===== config.mk =====
export PLATFORM = sky130hd
export DESIGN_NAME = gronsfeld_char_decrypt
export DESIGN_NICKNAME = d
export VERILOG_FILES = /design/src/hw/rtl/gcd_pkg.sv /design/src/hw/rtl/gronsfeld_char_decrypt.sv /design/src/hw/rtl/gcd_key_sel.sv /design/src/hw/rtl/gcd_ring_shift.sv
export SDC_FILE = /design/constraint.sdc
export NUM_CORES = 1
export LEC_CHECK = 0
export BUFFER_PORTS_ARGS = -buffer_cell sky130_fd_sc_hd__buf_2
export CAP_MARGIN = 20
export CORE_MARGIN = 10
export CORE_UTILIZATION = 63
export CTS_BUF_LIST = sky130_fd_sc_hd__clkbuf_8
export DETAILED_ROUTE_END_ITERATION = 8
export MAX_ROUTING_LAYER = met4
export PLACE_DENSITY = 0.88
export SYNTH_ARGS = -nofsm -noshare
export SYNTH_HDL_FRONTEND = slang
export SYNTH_SLANG_ARGS = --single-unit

===== constraint.sdc =====
create_clock -name clock -period 12.3 [get_ports clock]
set_clock_uncertainty 0.1 [all_clocks]
set_input_delay 2.46 -clock clock [delete_from_list [all_inputs] [get_ports clock]]
set_output_delay 2.46 -clock clock [all_outputs]
set_load 0.05 [all_outputs]

===== src/hw/rtl/gcd_pkg.sv =====
// shared constants and types of the gronsfeld character decrypter
// no dependencies; imported by every module under hw/rtl

package gcd_pkg;

   localparam int CharW     = 8;
   localparam int DigitW    = 4;
   localparam int KeyDigits = 16;
   localparam int PosW      = 4;
   localparam int LenW      = 5;
   localparam int KeyW      = KeyDigits * DigitW;

   localparam logic [CharW-1:0]  SpaceCode = 8'd32;
   localparam logic [CharW-1:0]  RingALo   = 8'd33;
   localparam logic [CharW-1:0]  RingAHi   = 8'd126;
   localparam logic [CharW-1:0]  RingBLo   = 8'd192;
   localparam logic [CharW-1:0]  RingGap   = 8'd65;
   // 256 - 33: distance that wraps the low segment onto the top of the high one
   localparam logic [CharW-1:0]  RingWrapA = 8'd223;
   localparam logic [DigitW-1:0] MaxDigit  = 4'd9;
   localparam logic [LenW-1:0]   MaxLen    = 5'd16;

   typedef enum logic {
      CSR_KEY_DIGITS = 1'b0,
      CSR_KEY_LENGTH = 1'b1
   } csr_index_type;

   // one ciphertext byte held in the input stage
   typedef struct packed {
      logic [CharW-1:0] in_char;
      logic             line_start;
   } stage_item_type;

endpackage


===== src/hw/rtl/gronsfeld_char_decrypt.sv =====
// top level of the gronsfeld character decrypter: input stage, key and
// ring logic, result register; depends on gcd_pkg, gcd_key_sel, gcd_ring_shift
//
// usage
//  - req channel: one ciphertext byte per transfer on req_tdata, req_tuser
//    set on the first byte of a line (restarts the key at digit zero)
//  - rsp channel: one plaintext byte per input byte, in order
//  - csr port: index 0 writes the 64-bit packed key digits (digit zero in
//    the low nibble), index 1 writes the 5-bit key length; write only while
//    no byte is in flight
//  - path: input register, then the result register that drives rsp
//  - throughput: one byte per cycle while rsp_tready is high; the input
//    and result registers each hold one byte, so two bytes can be in flight
//  - when the receiver stalls, the result register holds its byte and the
//    input register fills; req_tready drops only when both are full
//  - reset clears the key registers, the key position and both valid flags
//  - key position advances when a byte moves from the input register to the
//    result register, so stalls never skip or repeat a digit

module gronsfeld_char_decrypt import gcd_pkg::*; (
   input  logic              clock,
   input  logic              reset,
   // input stream
   input  logic              req_tvalid,
   output logic              req_tready,
   input  logic [7:0]        req_tdata,    // [7:0] in_char
   input  logic              req_tuser,    // [0] line_start
   // result stream
   output logic              rsp_tvalid,
   input  logic              rsp_tready,
   output logic [7:0]        rsp_tdata,    // [7:0] out_char
   // configuration
   input  logic              csr_we,
   input  logic              csr_index,
   input  logic [KeyW-1:0]   csr_wdata
);

   logic [KeyW-1:0]    key_digits_ff;
   logic [LenW-1:0]    key_length_ff;

   logic               s1_valid_ff;
   stage_item_type     s1_item_ff;
   logic               out_valid_ff;
   logic [CharW-1:0]   out_char_ff;
   logic [CharW-1:0]   out_char_in;

   logic               out_free;
   logic               s1_advance;
   logic               req_xfer;
   logic [DigitW-1:0]  digit;

   // configuration registers
   always_ff @(posedge clock) begin
      if (reset) begin
         key_digits_ff <= '0;
         key_length_ff <= '0;
      end else if (csr_we) begin
         unique case (csr_index_type'(csr_index))
            CSR_KEY_DIGITS: key_digits_ff <= csr_wdata;
            CSR_KEY_LENGTH: key_length_ff <= csr_wdata[LenW-1:0];
            default:        ;
         endcase
      end
   end

   // handshake: result register empties or drains, input stage follows
   assign out_free   = !out_valid_ff || rsp_tready;
   assign s1_advance = s1_valid_ff && out_free;
   assign req_tready = !s1_valid_ff || out_free;
   assign req_xfer   = req_tvalid && req_tready;

   // input register
   always_ff @(posedge clock) begin
      if (reset) begin
         s1_valid_ff <= 1'b0;
      end else if (req_tready) begin
         s1_valid_ff <= req_tvalid;
      end
   end

   always_ff @(posedge clock) begin
      if (req_xfer) begin
         s1_item_ff.in_char    <= req_tdata;
         s1_item_ff.line_start <= req_tuser;
      end
   end

   gcd_key_sel u_key_sel (
      .clock      (clock),
      .reset      (reset),
      .key_digits (key_digits_ff),
      .key_length (key_length_ff),
      .item       (s1_item_ff),
      .advance    (s1_advance),
      .digit      (digit)
   );

   gcd_ring_shift u_ring_shift (
      .in_char  (s1_item_ff.in_char),
      .digit    (digit),
      .out_char (out_char_in)
   );

   // result register
   always_ff @(posedge clock) begin
      if (reset) begin
         out_valid_ff <= 1'b0;
      end else if (out_free) begin
         out_valid_ff <= s1_valid_ff;
      end
   end

   always_ff @(posedge clock) begin
      if (s1_advance) begin
         out_char_ff <= out_char_in;
      end
   end

   assign rsp_tvalid = out_valid_ff;
   assign rsp_tdata  = out_char_ff;

endmodule


===== src/hw/rtl/gcd_key_sel.sv =====
// key position tracker and key digit selection
// depends on gcd_pkg

module gcd_key_sel import gcd_pkg::*; (
   input  logic                 clock,
   input  logic                 reset,
   input  logic [KeyW-1:0]      key_digits,
   input  logic [LenW-1:0]      key_length,
   input  stage_item_type       item,
   input  logic                 advance,
   output logic [DigitW-1:0]    digit
);

   logic [PosW-1:0]   pos_ff;
   logic [PosW-1:0]   pos_in;
   logic [LenW-1:0]   len_eff;
   logic [PosW-1:0]   pos_start;
   logic [PosW-1:0]   use_pos;
   logic [DigitW-1:0] nibble;
   logic              is_space;

   always_comb begin
      len_eff   = (key_length > MaxLen) ? MaxLen : key_length;
      pos_start = item.line_start ? '0 : pos_ff;
      use_pos   = ({1'b0, pos_start} >= len_eff) ? '0 : pos_start;
      nibble    = key_digits[use_pos*DigitW +: DigitW];
      is_space  = (item.in_char == SpaceCode);
      if (len_eff == '0 || nibble > MaxDigit) begin
         digit = '0;
      end else begin
         digit = nibble;
      end
      // a space keeps the position but still honors the line restart
      if (is_space) begin
         pos_in = pos_start;
      end else begin
         pos_in = use_pos + PosW'(1);
      end
   end

   always_ff @(posedge clock) begin
      if (reset) begin
         pos_ff <= '0;
      end else if (advance) begin
         pos_ff <= pos_in;
      end
   end

endmodule


===== src/hw/rtl/gcd_ring_shift.sv =====
// moves one byte back along the 158-symbol ring by a key digit
// depends on gcd_pkg

module gcd_ring_shift import gcd_pkg::*; (
   input  logic [CharW-1:0]  in_char,
   input  logic [DigitW-1:0] digit,
   output logic [CharW-1:0]  out_char
);

   logic [CharW:0]   low_a;
   logic [CharW:0]   low_b;
   logic [CharW-1:0] d8;

   always_comb begin
      d8    = CharW'(digit);
      low_a = {1'b0, RingALo} + {1'b0, d8};
      low_b = {1'b0, RingBLo} + {1'b0, d8};
      if (in_char >= RingALo && in_char <= RingAHi) begin
         if ({1'b0, in_char} >= low_a) begin
            out_char = in_char - d8;
         end else begin
            out_char = in_char + RingWrapA - d8;   // wraps to top of high segment
         end
      end else if (in_char >= RingBLo) begin
         if ({1'b0, in_char} >= low_b) begin
            out_char = in_char - d8;
         end else begin
            out_char = in_char - d8 - RingGap;     // wraps to top of low segment
         end
      end else begin
         out_char = in_char;
      end
   end

endmodule

=== Word-level counts from Yosys, hierarchy flattened ===
Index checks and enable logic that the tools add are counted.

* Register bits: 92
* Bits in latches: 0
* Bits in writable memories: 0
* ROM bits: 0
* Output and inout port bits: 10
* Logic and storage cells: 46
* Memories: 0

* Add/subtract/negate cells: 7
* Multipliers: 0
* Div/mod/pow operators: 0
* $lt $le $gt $ge: 8
* Eq/ne operators: 1
* Shift-type cells: 1
* Muxes and demuxes: 9
* Bitwise gates (word level): 1
* Reduce and logical (&&, ||, !) cells: 11

{| class="wikitable"
|+ Operator list
! cell !! count
|-
| $shiftx 64x7->4 || 1
|-
| $mux 8 || 4
|-
| $ge 8x9->1 || 2
|-
| $mux 4 || 4
|-
| $sub 8x4->8 || 2
|-
| $add 8x4->9 const A || 1
|-
| $add 8x8->8 const B || 1
|-
| $eq 8x6->1 const B || 1
|-
| $ge 8x6->1 const B || 1
|-
| $ge 8x8->1 const B || 1
|-
| $le 8x7->1 const B || 1
|-
| $sub 8x7->8 const B || 1
|-
| $add 6x4->7 const A || 1
|-
| $ge 4x5->1 || 1
|-
| $gt 5x5->1 const B || 1
|-
| $logic_not 5->1 || 1
|-
| $mux 5 || 1
|-
| $add 4x1->4 const B || 1
|-
| $gt 4x4->1 const B || 1
|-
| $reduce_and 2->1 || 2
|-
| $logic_and 1x1->1 || 3
|-
| $logic_or 1x1->1 || 3
|-
| $logic_not 1->1 || 2
|-
| $not 1->1 || 1
|}

=== Longest topological paths before layout ===
Gate-level depths: netlist of the first run.

* Depth after elaboration: 13
* Gate-level depth with buffers: 25

=== Cells and area by module ===
A second synthesis of the first run with hierarchy kept.

* Cells, all modules: 629
* Area, all modules: 5,921.9 um^2

{| class="wikitable"
|+ By module, submodules not included
! module !! instances !! cells an instance !! area an instance (um^2) !! seq. area each (um^2)
|-
| gronsfeld_char_decrypt || 1 || 334 || 3,687.3 || 1,931.9
|-
| gcd_key_sel || 1 || 157 || 1,151.1 || 80.1
|-
| gcd_ring_shift || 1 || 138 || 1,083.5 || 0.0
|}

=== Worst setup path before layout of the first run ===
No wires, ideal clock.

* Kind: input port to output port
* Start: input rsp_tready
* End: output req_tready
* Arrival: 2,983 ps
* Required time: 9,740 ps
* Path slack: 6,757 ps
* Cell stages on the path: 2
* Path through: nor2b_1 nand2_1

* Longest elaborated chain between the ends: 2

{| class="wikitable"
|+ RTL lines
! what !! RTL line !! source
|-
| start: declaration || gronsfeld_char_decrypt.sv:30 || <nowiki>input logic rsp_tready,</nowiki>
|-
| $logic_or 1x1->1 || gronsfeld_char_decrypt.sv:67 || <nowiki>assign out_free = !out_valid_ff || rsp_tready;</nowiki>
|-
| $logic_or 1x1->1 || gronsfeld_char_decrypt.sv:69 || <nowiki>assign req_tready = !s1_valid_ff || out_free;</nowiki>
|-
| end: declaration || gronsfeld_char_decrypt.sv:25 || <nowiki>output logic req_tready,</nowiki>
|}

Every way passes these cells.

=== Worst setup path in the final report of the first run ===
* Start: register s1_item_ff[0] in the netlist's numbering
* End: register out_char_ff[4] (netlist: rsp_tdata[4]) (data pin)

* Longest elaborated chain between the ends: 12
* Elaborated cells between the ends (all ways): 18

{| class="wikitable"
|+ RTL lines
! what !! RTL line !! source
|-
| start: declaration || gronsfeld_char_decrypt.sv:42 || <nowiki>stage_item_type s1_item_ff;</nowiki>
|-
| $mux 4 (*) || gcd_key_sel.sv:24 || <nowiki>pos_start = item.line_start ? '0 : pos_ff;</nowiki>
|-
| $ge 4x5->1 || gcd_key_sel.sv:25 || <nowiki>use_pos = ({1'b0, pos_start} >= len_eff) ? '0 : pos_start;</nowiki>
|-
| $mux 4 (*) || gcd_key_sel.sv:25 ||
|-
| $shiftx 64x7->4 (*) || gcd_key_sel.sv:26 || <nowiki>nibble = key_digits[use_pos*DigitW +: DigitW];</nowiki>
|-
| $gt 4x4->1 || gcd_key_sel.sv:28 || <nowiki>if (len_eff == '0 || nibble > MaxDigit) begin</nowiki>
|-
| $logic_or 1x1->1 || gcd_key_sel.sv:28 ||
|-
| $mux 4 (*) || gcd_key_sel.sv:28 ||
|-
| $sub 8x4->8 / $add 8x4->9 (equally long branches) || - ||
|-
| $sub 8x7->8 / $ge 8x9->1 (equally long branches) || gcd_ring_shift.sv:28, gcd_ring_shift.sv:25 ||
|-
| $mux 8 || gcd_ring_shift.sv:25 || <nowiki>if ({1'b0, in_char} >= low_b) begin</nowiki>
|-
| $mux 8 || gcd_ring_shift.sv:24 || <nowiki>end else if (in_char >= RingBLo) begin</nowiki>
|-
| $mux 8 (*) || gcd_ring_shift.sv:18 || <nowiki>if (in_char >= RingALo && in_char <= RingAHi) begin</nowiki>
|-
| via out_char_in[4] || gronsfeld_char_decrypt.sv:45 || <nowiki>logic [CharW-1:0] out_char_in;</nowiki>
|-
| end signal: assignment || gronsfeld_char_decrypt.sv:115 || <nowiki>out_char_ff <= out_char_in;</nowiki>
|-
| end: declaration || gronsfeld_char_decrypt.sv:44 || <nowiki>logic [CharW-1:0] out_char_ff;</nowiki>
|}

Mark *: on every way through the listed nets, which the timed path passes. The rest lies on a longest branch.
A chain may end at the register's enable or synchronous reset.

==> impl_metrics.json, run 1 <==
{
  "synth-simple-area-share": 0.232,
  "worstPathArrival_ns": 6.21,
  "met3WireLength_um": 1270,
  "status": "completed",
  "maxClockFrequency_mhz": 161,
  "grt_max_degree": 76,
  "root_buffer": "clkbuf_8",
  "synth_edf_count": 17,
  "overflow": 0,
  "die_area_um2": 12300,
  "vdd_ir_drop_max_mv": 0.0650,
  "synth-adder-area-share": 0.0752,
  "drt-met1-wl_um": 6580,
  "relSlewSlack": 0.313,
  "total_power_w": 0.000660,
  "synthFlopType": "dfxtp_1",
  "cts_hold_buf": 0,
  "pin_count": 89,
  "coreArea_um2": 8130,
  "via_count": 4952,
  "period_share": 0.506,
  "synthToLayoutAreaGrowth_pct": 12.1,
  "drtPass1Iterations": 7,
  "track_usage": 0.244,
  "ys_ff_latch": 92,
  "drt-initial-drc-count": 392,
  "avgViaCountPerCell": 5.94,
  "fin_nets": 832,
  "cp_data_required_time_ns": 12.28,
  "yosysUniqueCellTypes": 63,
  "die_h_um": 111,
  "critPathLaunchType": "register",
  "hold_viol": 0,
  "tritoncts": "yes",
  "antenna_found_initial": 0,
  "critPathKind": "reg2reg",
  "post_drt_wl_per_cell_um": 18.0,
  "synth-compound-area-share": 0.218,
  "rsz0062_at_grt": "false",
  "clkSlewWorstSetupHoldPaths_ns": 0.09,
  "slew_viol_final": 0,
  "worst_pin_slew_ns": 1.03,
  "yosysSeqAreaShare": 0.385,
  "p_leak_nw": 2.38,
  "async_flop_share": 0,
  "top_layer": "met4",
  "route.detailed.drc": 0,
  "synthMuxAreaShare": 0.0134,
  "start_util": 0.642,
  "dp_hpwl_um": 11600,
  "cts_buffers": 9,
  "syn_inst": 657,
  "drive_above_1_share": 0.176,
  "syn_nets": 765,
  "io_buffers": 88,
  "synth_top_family_by_area": "simple AND/OR/NAND/NOR gates",
  "hp-class": "reg2reg",
  "clk_path_buf_depth": 2,
  "netlist_area_um2": 5230,
  "setup_tns_ns": 0,
  "grt_pass1_wl_um": 24600,
  "first_global_vias": 4874,
  "place.gp.congestion": 0.973,
  "synth_warnings": 0,
  "critPathMaxFanout": 22,
  "ctsResizeCount": 0,
  "synth-xor-area-share": 0.0218,
  "antenna_left": 0,
  "htree_levels": 3,
  "power_density_nw_per_um2": 113,
  "end_kind": "register",
  "antenna_cells": 0,
  "finalCriticalPeriod_ns": 6.23,
  "cts_setup_buffers": 0,
  "synth.avg_cell_area_um2": 7.95,
  "cts.sinks": 92,
  "dieWidth_um": 111,
  "rows": 33,
  "routed_wl_um": 15000,
  "dr_wl_met2_um": 6800,
  "maxCapViolations": 0,
  "clkLatencyLatePin_ns": 0.37,
  "setup_viol": 0
}
cells in the final DEF, fill, tap and decap left out, types with 7 or more instances in the layout:
master	count
a21oi_1	94
buf_2	88
clkbuf_8	9
dfxtp_1	75
edfxtp_1	17
ha_1	25
inv_1	24
mux2i_1	7
nand2_1	178
nand2b_1	7
nand3_1	11
nor2_1	38
nor2b_1	7
nor3_1	9
o21ai_0	13
xnor2_1	9
metrics by stage:
step / cells / cell area (um^2) / hold WS (ns) / setup slack [ns] / utilization
2_1_floorplan: 657 / 5230 / 0.332 / 6.76 / -
3_3_place_gp: 817 / 5640 / 0.344 / 6.44 / 0.693
3_5_place_dp: 818 / 5660 / 0.351 / 6.23 / 0.695
4_1_cts: 834 / 5860 / 0.364 / 6.22 / 0.720
5_1_grt: 834 / 5860 / 0.384 / 5.73 / 0.720
6_report: 834 / 5860 / 0.361 / 6.07 / 0.720
cells by family (layout without fill, tap and decap cells):
logic type | after synthesis | count (layout)
xor gates and xnor gates | 13 | 13
and+or+nand+nor | 277 | 277
DFF | 92 | 92
other | 1 | 1
AOI/OAI and AO/OA | 178 | 178
muxes | 7 | 7
adders and majority gates | 29 | 29
buffers and inverters | 60 | 132
flip-flops by register name, indices dropped and copies added, names as in the netlist:
register and count:
key_digits_ff 64, s1_item_ff 9, rsp_tdata 8, key_length_ff 5, u_key_sel.pos_ff 4, rsp_tvalid 1, s1_valid_ff 1
report_power, final:
group	leakage, nW	internal, W	switching, W
registers	0.776	0.000322	0.0000131
clock network	0.107	0.0000958	0.000113
logic	1.50	0.0000442	0.0000712
layer usage:
layer,GRT usage,vias to the layer above
met4,0.0788,0
met1,0.311,2306
met3,0.0639,38
met5,-,-
met2,0.371,216
li1,-,2392
synthesized netlist by cell type (5+ instances only):
library cell	instances	area [um^2]
ha_1	25	313
xnor2_1	9	78.8
a31oi_1	5	31.3
nand2_1	178	668
nor3_1	9	45.0
o21ai_0	13	65.1
a22oi_1	5	37.5
clkbuf_1	23	86.3
buf_6	5	56.3
edfxtp_1	17	510
dfxtp_1	75	1500
mux2i_1	7	70.1
o31ai_1	5	37.5
o32ai_1	5	43.8
inv_1	23	86.3
nand3_1	11	55.1
nor2b_1	8	50.1
nand2b_1	8	50.1
a211oi_1	5	37.5
nor2_1	38	143
a21oi_1	94	470
final timing paths:
path | from | endpoint | slack (ns) | cells after the start
min | key_digits_ff[51]$_SDFFE_PP0P_ | key_digits_ff[51]$_SDFFE_PP0P_ | 0.36 | 2
max reg2reg | s1_item_ff[0]$_DFFE_PP_ | rsp_tdata[4]$_DFFE_PP_ | 6.07 | 19
min reg2reg | key_digits_ff[51]$_SDFFE_PP0P_ | key_digits_ff[51]$_SDFFE_PP0P_ | 0.36 | 2
max | s1_item_ff[0]$_DFFE_PP_ | rsp_tdata[4]$_DFFE_PP_ | 6.07 | 19
layout make-up:
class	count	area, um^2
Clock inverter	7	76.3
Tap cell	105	131
Multi-Input combinational cell	505	2940
Timing Repair Buffer	91	475
Clock buffer	9	124
Fill cell	628	2280
Inverter	25	96.3
Sequential cell	92	2010
worst max-delay path, cell delays in order (launching register included):
cell,delay (ns)
edfxtp_1,0.58
nor2b_4,0.54
inv_2,0.29
ha_1,0.36
nor2b_1,0.23
o21ai_0,0.25
a22oi_4,0.35
nor2_1,0.08
o31ai_1,0.31
o22ai_1,0.18
or3_1,0.46
ha_1,0.25
fa_1,0.38
a31oi_1,0.38
o211ai_1,0.34
nor3_1,0.33
xor2_1,0.13
o21a_1,0.20
nor3_1,0.17
a21oi_1,0.06
(Power assumes the default switching activity.)
==> run 2: changes to the inputs <==
CORE_UTILIZATION = 59   (was 63)
PLACE_DENSITY = 0.83   (was 0.88)
clock period = 6.5 ns   (was 12.3 ns; I/O delays follow)
==> run 2 against run 1 <==
Worst setup slack worse by 5.4 ns. Critical path type unchanged. Clock-buffer cell count did not move. Final area increased by 0.45%. Largest cell class unchanged.
==> impl_metrics.json, run 2 (synthesis gave the netlist of run 1 again) <==
{
  "routed_wl_um": 14900,
  "rrSetupSlack_ns": 0.66,
  "layout_commonest_cell": "nand2_1",
  "tritoncts": "yes",
  "critPathMaxFanout": 15,
  "rows": 34,
  "route.detailed.drc": 0,
  "clkSlewWorstSetupHoldPaths_ns": 0.11,
  "period_share": 0.898,
  "min_from": "key_digits_ff[42]$_SDFFE_PP0P_",
  "cts_hold_buf": 0,
  "fin_util": 0.678,
  "clk_path_buf_depth": 2,
  "cp_data_required_time_ns": 6.49,
  "ctsResizeCount": 0,
  "critPathKind": "reg2reg",
  "htree_levels": 3,
  "rr_endpoint": "rsp_tdata[6]$_DFFE_PP_",
  "slew_viol_final": 0,
  "die_h_um": 114,
  "regToRegStartpoint": "s1_item_ff[0]$_DFFE_PP_",
  "maxCapViolations": 0,
  "dieWidth_um": 114,
  "rsz0062_at_grt": "false",
  "end_kind": "register",
  "total_power_w": 0.00125,
  "post_drt_wl_per_cell_um": 17.8,
  "root_buffer": "clkbuf_8",
  "drtPass1Iterations": 5,
  "critPathLaunchType": "register",
  "clkLatencyLatePin_ns": 0.37,
  "io_buffers": 88,
  "drive_above_1_share": 0.179,
  "worst_pin_slew_ns": 0.984,
  "via_count": 4913,
  "start_util": 0.602,
  "antenna_left": 0,
  "hp-class": "reg2reg",
  "final-instance-count-excl-fill": 839,
  "first_global_vias": 4715,
  "antenna_cells": 0,
  "maxClockFrequency_mhz": 171,
  "cts_buffers": 9,
  "overflow": 0,
  "grt_pass1_wl_um": 24000,
  "nFillCells": 757,
  "p_leak_nw": 2.39,
  "vdd_ir_drop_max_mv": 0.140,
  "place.gp.congestion": 1.11,
  "power_density_nw_per_um2": 212,
  "pin_count": 89,
  "reg2reg_depth": 19,
  "whs_endpoint": "key_digits_ff[42]$_SDFFE_PP0P_",
  "setup_tns_ns": 0,
  "avgViaCountPerCell": 5.86,
  "grt_max_degree": 76,
  "relSlewSlack": 0.341,
  "finalCriticalPeriod_ns": 5.84,
  "final_cell_mix": "nand2_1 (178), a21oi_1 (94), buf_2 (89), dfxtp_1 (75), nor2_1 (38)",
  "cts_setup_buffers": 0,
  "drt-initial-drc-count": 358,
  "dp_hpwl_um": 11500,
  "setup_viol": 0,
  "cts.sinks": 92,
  "antenna_found_initial": 0,
  "hold-worst-slack_ns": 0.365,
  "track_usage": 0.233,
  "holdPathStages": 2,
  "synthToLayoutAreaGrowth_pct": 12.6,
  "dp_cells": 821,
  "coreArea_um2": 8680,
  "status": "completed",
  "regMostFlops": "key_digits_ff",
  "worstPathArrival_ns": 5.83,
  "hold_viol": 0,
  "largest_reg_flops": 64,
  "die_area_um2": 13000,
  "fin_nets": 834
}
## run 2: cell count changes in the layout (fill, tap and decap cells not counted), sizes merged
| cell | change |
|---|---|
| buf | +2 |
| bufinv | -1 |
| inv | +4 |
| clkinv | -3 |
## run 2: final cells by class
class                           instances  area (um^2)  share of cell area
Inverter                               25         96.3              0.0164
Tap cell                              108          135              0.0230
Sequential cell                        92         2010               0.342
Timing Repair Buffer                   93          500              0.0851
Clock buffer                            9          124              0.0211
Multi-Input combinational cell        505         2940               0.500
Clock inverter                          7         73.8              0.0125
## run 2: worst max-delay path, cell delays in order (launching register included)
cell      delay [ns]
edfxtp_1        0.62
nor2b_4         0.07
inv_2           0.26
ha_1            0.30
nor2b_1         0.25
o21ai_0         0.23
a22oi_4         0.35
o22ai_1         0.12
nor3_1          0.30
o22ai_1         0.25
or3_1           0.46
ha_1            0.25
fa_1            0.37
a31oi_1         0.35
o21ai_0         0.32
xnor2_1         0.20
o32ai_1         0.36
xnor2_1         0.11
mux2i_1         0.16
o221ai_1        0.15
## run 2: where the power goes
group	internal [W]	leakage [nW]	total, W	switching (W)
logic	0.0000849	1.51	0.000218	0.000133
registers	0.000610	0.776	0.000635	0.0000249
clock network	0.000155	0.104	0.000394	0.000238
total	0.000850	2.39	0.00125	0.000396
## run 2: routing by layer
layer  GRT usage  share of wire  up-vias
met2       0.358           0.47      176
met1       0.293           0.43     2296
met5           -              0        -
li1            -              -     2407
met4      0.0936          0.033        0
met3      0.0498          0.069       34
## run 2: through the flow
stage	area, um^2	worst slack (ns)
2_1_floorplan	5230	1.53
3_3_place_gp	5640	0.886
3_5_place_dp	5660	0.822
4_1_cts	5860	0.787
5_1_grt	5880	0.368
6_report	5880	0.661
## run 2: worst max-delay path by stage
stage / from / end / cells past startpoint
after floorplan: s1_item_ff[0]$_DFFE_PP_ / rsp_tdata[6]$_DFFE_PP_ / 22
after global placement: s1_item_ff[0]$_DFFE_PP_ / rsp_tdata[6]$_DFFE_PP_ / 19
after detailed placement: s1_item_ff[0]$_DFFE_PP_ / rsp_tdata[6]$_DFFE_PP_ / 19
after CTS: s1_item_ff[0]$_DFFE_PP_ / rsp_tdata[6]$_DFFE_PP_ / 19
after global routing: s1_item_ff[0]$_DFFE_PP_ / rsp_tdata[6]$_DFFE_PP_ / 19
final: s1_item_ff[0]$_DFFE_PP_ / rsp_tdata[6]$_DFFE_PP_ / 19
